File: src/hw/rtl/csh_pkg.sv
package csh_pkg;

    localparam int CNT_W  = 64;
    localparam int TOT_W  = 68;
    localparam int WIN_W  = 10;
    localparam int STI_W  = 4;
    localparam int SLOT_W = 3;
    localparam int Q_BITS = 23;
    localparam int DIV_CW = 5;
    localparam int P100_W = CNT_W + 7;

    localparam logic [WIN_W-1:0]  WIN_SHORT_RST = 10'd60;
    localparam logic [WIN_W-1:0]  WIN_MID_RST   = 10'd300;
    localparam logic [WIN_W-1:0]  WIN_LONG_RST  = 10'd900;
    localparam logic [Q_BITS-1:0] PCT_MAX       = 23'd6553600;

    typedef enum logic [1:0] {
        MD_SAMPLE,
        MD_FAIL,
        MD_QUERY,
        MD_NONE
    } t_mode;

    typedef enum logic [1:0] {
        QS_OK,
        QS_BAD,
        QS_NOT_STARTED,
        QS_FAILED
    } t_qsts;

    typedef enum logic [1:0] {
        CFG_STARTED,
        CFG_WIN_SHORT,
        CFG_WIN_MID,
        CFG_WIN_LONG
    } t_cfg_reg;

    typedef enum logic [3:0] {
        ST_IDLE,
        ST_DECODE,
        ST_PEND_WR,
        ST_CP_RD,
        ST_CP_WR,
        ST_COMMIT,
        ST_Q_CURR,
        ST_Q_CHK,
        ST_WALK_RD,
        ST_WALK_CHK,
        ST_SUM_C,
        ST_SUM_B,
        ST_SUM_ACC,
        ST_SCALE,
        ST_DIV,
        ST_RESULT
    } t_state;

    typedef struct packed {
        logic  cap;
        logic  pend_wr;
        logic  cp_rd;
        logic  cp_wr;
        logic  commit;
        logic  q_curr;
        logic  walk_rd;
        logic  walk_inc;
        logic  sum_c;
        logic  sum_b;
        logic  sum_acc;
        logic  scale;
        logic  div_step;
        logic  out_load;
        t_qsts out_status;
    } t_cmd;

    typedef struct packed {
        t_mode mode;
        logic  slot_ok;
        logic  st_ok;
        logic  win_ok;
        logic  started;
        logic  fill_zero;
        logic  fill_one;
        logic  last;
        logic  vld;
        logic  idx_last;
        logic  div_last;
        logic  total_zero;
        logic  out_busy;
    } t_sts;

endpackage

File: src/hw/rtl/csh_ctrl.sv
module csh_ctrl
    import csh_pkg::*;
(
    input  logic i_clk,
    input  logic i_rst_n,
    input  logic i_in_valid,
    output logic o_in_stall,
    input  t_sts i_sts,
    output t_cmd o_cmd
);

    t_state r_state, n_state;
    t_qsts  r_qsts, n_qsts;

    always_ff @(posedge i_clk) begin
        if (!i_rst_n) begin
            r_state <= ST_IDLE;
            r_qsts  <= QS_OK;
        end else begin
            r_state <= n_state;
            r_qsts  <= n_qsts;
        end
    end

    always_comb begin
        n_state = r_state;
        n_qsts  = r_qsts;
        unique case (r_state)
            ST_IDLE: begin
                if (i_in_valid) n_state = ST_DECODE;
            end
            ST_DECODE: begin
                n_qsts = QS_OK;
                unique case (i_sts.mode)
                    MD_SAMPLE: n_state = i_sts.slot_ok ? ST_PEND_WR : ST_IDLE;
                    MD_FAIL:   n_state = i_sts.slot_ok ? ST_COMMIT : ST_IDLE;
                    MD_QUERY: begin
                        if (!i_sts.st_ok || !i_sts.win_ok) begin
                            n_qsts  = QS_BAD;
                            n_state = ST_RESULT;
                        end else if (!i_sts.started) begin
                            n_qsts  = QS_NOT_STARTED;
                            n_state = ST_RESULT;
                        end else if (!i_sts.slot_ok) begin
                            n_qsts  = QS_FAILED;
                            n_state = ST_RESULT;
                        end else if (i_sts.fill_zero) begin
                            n_state = ST_RESULT;
                        end else begin
                            n_state = ST_Q_CURR;
                        end
                    end
                    default: n_state = ST_IDLE;
                endcase
            end
            ST_PEND_WR: n_state = i_sts.last ? ST_CP_RD : ST_IDLE;
            ST_CP_RD:   n_state = ST_CP_WR;
            ST_CP_WR:   n_state = i_sts.idx_last ? ST_COMMIT : ST_CP_RD;
            ST_COMMIT:  n_state = ST_IDLE;
            ST_Q_CURR:  n_state = ST_Q_CHK;
            ST_Q_CHK: begin
                if (!i_sts.vld) begin
                    n_qsts  = QS_FAILED;
                    n_state = ST_RESULT;
                end else if (i_sts.fill_one) begin
                    n_state = ST_SUM_C;
                end else begin
                    n_state = ST_WALK_RD;
                end
            end
            ST_WALK_RD:  n_state = ST_WALK_CHK;
            ST_WALK_CHK: n_state = i_sts.vld ? ST_SUM_C : ST_WALK_RD;
            ST_SUM_C:    n_state = ST_SUM_B;
            ST_SUM_B:    n_state = ST_SUM_ACC;
            ST_SUM_ACC:  n_state = i_sts.idx_last ? ST_SCALE : ST_SUM_C;
            ST_SCALE:    n_state = i_sts.total_zero ? ST_RESULT : ST_DIV;
            ST_DIV:      n_state = i_sts.div_last ? ST_RESULT : ST_DIV;
            ST_RESULT:   n_state = i_sts.out_busy ? ST_RESULT : ST_IDLE;
            default:     n_state = ST_IDLE;
        endcase
    end

    always_comb begin
        o_cmd            = '0;
        o_cmd.out_status = r_qsts;
        o_in_stall       = (r_state != ST_IDLE);
        unique case (r_state)
            ST_IDLE:     o_cmd.cap      = i_in_valid;
            ST_PEND_WR:  o_cmd.pend_wr  = 1'b1;
            ST_CP_RD:    o_cmd.cp_rd    = 1'b1;
            ST_CP_WR:    o_cmd.cp_wr    = 1'b1;
            ST_COMMIT:   o_cmd.commit   = 1'b1;
            ST_Q_CURR:   o_cmd.q_curr   = 1'b1;
            ST_WALK_RD:  o_cmd.walk_rd  = 1'b1;
            ST_WALK_CHK: o_cmd.walk_inc = !i_sts.vld;
            ST_SUM_C:    o_cmd.sum_c    = 1'b1;
            ST_SUM_B:    o_cmd.sum_b    = 1'b1;
            ST_SUM_ACC:  o_cmd.sum_acc  = 1'b1;
            ST_SCALE:    o_cmd.scale    = !i_sts.total_zero;
            ST_DIV:      o_cmd.div_step = 1'b1;
            ST_RESULT:   o_cmd.out_load = !i_sts.out_busy;
            default:     o_cmd.cap      = 1'b0;
        endcase
    end

`ifndef SYNTHESIS
    a_copy_ends: assert property (@(posedge i_clk) disable iff (!i_rst_n)
        (r_state == ST_CP_WR && i_sts.idx_last) |=> (r_state == ST_COMMIT))
        else $error("copy sweep did not end in commit");

    a_result_leaves: assert property (@(posedge i_clk) disable iff (!i_rst_n)
        (r_state == ST_RESULT && !i_sts.out_busy) |=> (r_state == ST_IDLE))
        else $error("result not handed over");

    a_zero_total: assert property (@(posedge i_clk) disable iff (!i_rst_n)
        (r_state == ST_SCALE && i_sts.total_zero) |=> (r_state == ST_RESULT && r_qsts == QS_OK))
        else $error("zero total must skip division");
`endif

endmodule

File: config.mk
export PLATFORM = sky130hd
export DESIGN_NAME = csh_ctrl
export DESIGN_NICKNAME = d
export VERILOG_FILES = /design/src/hw/rtl/csh_pkg.sv /design/src/hw/rtl/csh_ctrl.sv
export SDC_FILE = /design/constraint.sdc
export NUM_CORES = 1
export LEC_CHECK = 0
export BUFFER_PORTS_ARGS = -buffer_cell sky130_fd_sc_hd__buf_2
export CAP_MARGIN = 20
export CORE_MARGIN = 2
export CORE_UTILIZATION = 42
export CTS_CLUSTER_SIZE = 30
export DETAILED_ROUTE_END_ITERATION = 8
export PLACE_DENSITY = 0.77
export SYNTH_ARGS = -nofsm -noshare
export SYNTH_HDL_FRONTEND = slang
export SYNTH_SLANG_ARGS = --single-unit
File: constraint.sdc
create_clock -name i_clk -period 1.68 [get_ports i_clk]
set_input_delay 0.252 -clock i_clk [delete_from_list [all_inputs] [get_ports i_clk]]
set_output_delay 0.252 -clock i_clk [all_outputs]
set_load 0.01 [all_outputs]
==> impl_metrics.json <==
{
  "yosysUniqueCellTypes": 34,
  "worstSetupPathType": "reg -> out",
  "yosysTopAreaCellShare_pct": 19.7,
  "synth_top_area_cell": "dfxtp_1",
  "drc": 0,
  "synth-simple-area-share_pct": 38.2,
  "cpPeakStageDelay_ns": 0.45,
  "p_clk_share_pct": 29.5,
  "synthCells": 90,
  "max-vdd-ir-drop_v": 0.000372,
  "syn_nets": 107,
  "ys.flop_type": "dfxtp_1",
  "clock_path_buffers": 2,
  "drt_iter0_markers": 23,
  "tns_ns": 0,
  "synth_top_family_by_area": "simple AND/OR/NAND/NOR gates",
  "rsz0062_at_grt": "yes",
  "clock-sinks": 6,
  "cts_tree": "built",
  "slew_violations": 0,
  "synth_mux_area_share_pct": 0,
  "layout_setup_ws_ns": 0.0503,
  "synth_edf_count": 0,
  "port_buffers": 33,
  "r2r_start": "r_state[1]$_SDFFE_PN0P_",
  "ys_seq_area_share_pct": 19.7,
  "ioPinCount": 34,
  "core-area_um2": 1330,
  "layout_min_cycle_time_ns": 1.63,
  "holdBufCountCts": 0,
  "critPathLaunchType": "flop",
  "cts_max_level": 1,
  "synthArstFlopShare_pct": 0,
  "grt_pass1_vias": 641,
  "synth_fa_ha_area_share_pct": 0,
  "finalWirelength_um": 1710,
  "dp_hpwl_um": 1290,
  "arrival_ns": 1.38,
  "p_leak_nw": 0.388,
  "grt_pass1_wl_um": 2650,
  "drive_above_1_share_pct": 40.3,
  "antenna_left": 0,
  "final_common_cell": "buf_2",
  "place_congestion": 0.871,
  "p_int_mw": 0.312,
  "die_h_um": 42.1,
  "synth-compound-area-share_pct": 34.1,
  "post-route-period-util_pct": 97.0,
  "crit_path_start": "r_state[0]$_SDFFE_PN0P_",
  "path_cells": "buf_12 > or4_4 > nor2_2 > buf_2",
  "syn2layout_area_growth_pct": 38.6,
  "wl_per_cell_um": 12.3,
  "ys_top_cells_by_area": "dfxtp_1, nor3_1, nor2_1, nand2b_1, a21oi_1",
  "cp-end-kind": "output port",
  "status": "complete, no violations",
  "viasPerCell": 5.73,
  "grt_overflow": 0,
  "hold_violations": 0,
  "hp-start": "i_rst_n",
  "dieArea_um2": 1770,
  "die_w_um": 42.1,
  "num_vias": 796,
  "gr-usage-all-layers_pct": 18.9,
  "synthXorXnorAreaFrac_pct": 0,
  "ctsRootBufferMaster": "clkbuf_4",
  "drt_first_pass_iters": 5,
  "synth_seq_cells": 6,
  "grt_max_degree": 22,
  "setup_viol": 0,
  "place_ws_ns": 0.149,
  "crit_path_max_fanout": 21,
  "hold_path_class": "in -> reg",
  "fmax_mhz": 614,
  "relSlewSlack_pct": 78.1,
  "tightest_slew_ns": 0.325,
  "clk_pin_slew_worst_paths_ns": 0.05,
  "nets": 143,
  "switchingPower_mw": 0.138,
  "synth_warnings": 0,
  "crit_slowest_cell": "or4_4",
  "cap_viol_max_count": 0,
  "cp.required_ns": 1.43,
  "p_per_area_nw_per_um2": 533,
  "antenna_cells": 0,
  "start_util_pct": 45.7,
  "total_power_mw": 0.450,
  "combPwrFrac_pct": 35.2,
  "avgSynthCellArea_um2": 6.77,
  "cts_inserted_buffers": 3,
  "synthesis.area_um2": 609,
  "swShare_pct": 30.8,
  "worstSkewPairLatency_ns": 0.24,
  "final_cell_mix": "buf_2, nor3_1, nor2_1, nand2_1",
  "antenna_found_initial": 0,
  "post_cts_buffers": 0,
  "seqPwrFrac_pct": 35.3,
  "finClkSkew_ns": 0.000524,
  "placementRows": 13
}
Yosys cell counts (all sizes together), types with 2 or more instances:
cell and instances:
o21ai 4, nor2 11, a31oi 3, dfxtp 6, inv 4, buf 2, a21oi 6, a21boi 2
o221a 2, nand2 7, nand3 2, nor3 11, clkbuf 5, nand2b 6, a21o 2
flip-flops by register name, summed over array words and instances, names as in the netlist:
signal / flops
r_state: 4
r_qsts: 2
cell type report:
class | count | area [um^2]
tap | 15 | 18.8
timing repair buffer | 38 | 215
inverter | 4 | 15.0
clock buffer | 3 | 22.5
fill | 122 | 489
multi-input combinational | 73 | 452
sequential | 6 | 121
metrics by stage:
stage | cells | hold slack [ns] | utilization [%] | cell area [um^2]
after global routing | 139 | 0.282 | 63.3 | 845
after global placement | 136 | 0.523 | 59.8 | 797
after CTS | 139 | 0.292 | 61.7 | 823
final | 139 | 0.283 | 63.3 | 845
after floorplan | 90 | 0.390 | - | 609
after detailed placement | 136 | 0.510 | 59.8 | 797
path summary, 6_finish.rpt:
check / to / slack [ns] / cells after the start
setup / recovery: o_cmd[15] / 0.05 / 4
hold / removal: r_state[0]$_SDFFE_PN0P_ / 0.28 / 3
setup reg to reg: r_state[0]$_SDFFE_PN0P_ / 0.12 / 4
hold reg to reg: r_qsts[1]$_SDFFE_PN0P_ / 0.53 / 1
kinds of logic after synthesis:
group / Yosys count
AOI/OAI and AO/OA: 29
buffers and inverters: 11
DFF: 6
and+or+nand+nor: 44
worst max-delay path: cells and delay by family (launching register included):
family        cells  cell delay (ns)
simple gates      2             0.54
buf+inv           2             0.27
flops             1             0.32
power by group through the flow:
| stage | Combinational [mW] | Sequential (mW) | Clock, mW |
|---|---|---|---|
| after global routing | 0.172 | 0.160 | 0.147 |
| after floorplan | 0.0882 | 0.162 | 0 |
| after global placement | 0.144 | 0.159 | 0 |
| final | 0.159 | 0.159 | 0.133 |
| after detailed placement | 0.145 | 0.159 | 0 |
| after CTS | 0.149 | 0.157 | 0.134 |
routing by layer:
layer | wire [um] | vias up | track usage [%]
met5 | 0 | - | 0
met4 | 34 | 0 | 9.38
met3 | 83 | 4 | 2.59
met2 | 818 | 28 | 32.5
met1 | 774 | 360 | 22.8
li1 | - | 404 | -
repair_timing:
| action | in CTS | in global routing |
|---|---|---|
| resized for setup | 1 | 6 |
| setup endpoints to repair | 1 | 2 |
| cloned | 0 | 0 |
Note: power is estimated with default switching activity, not from simulation.
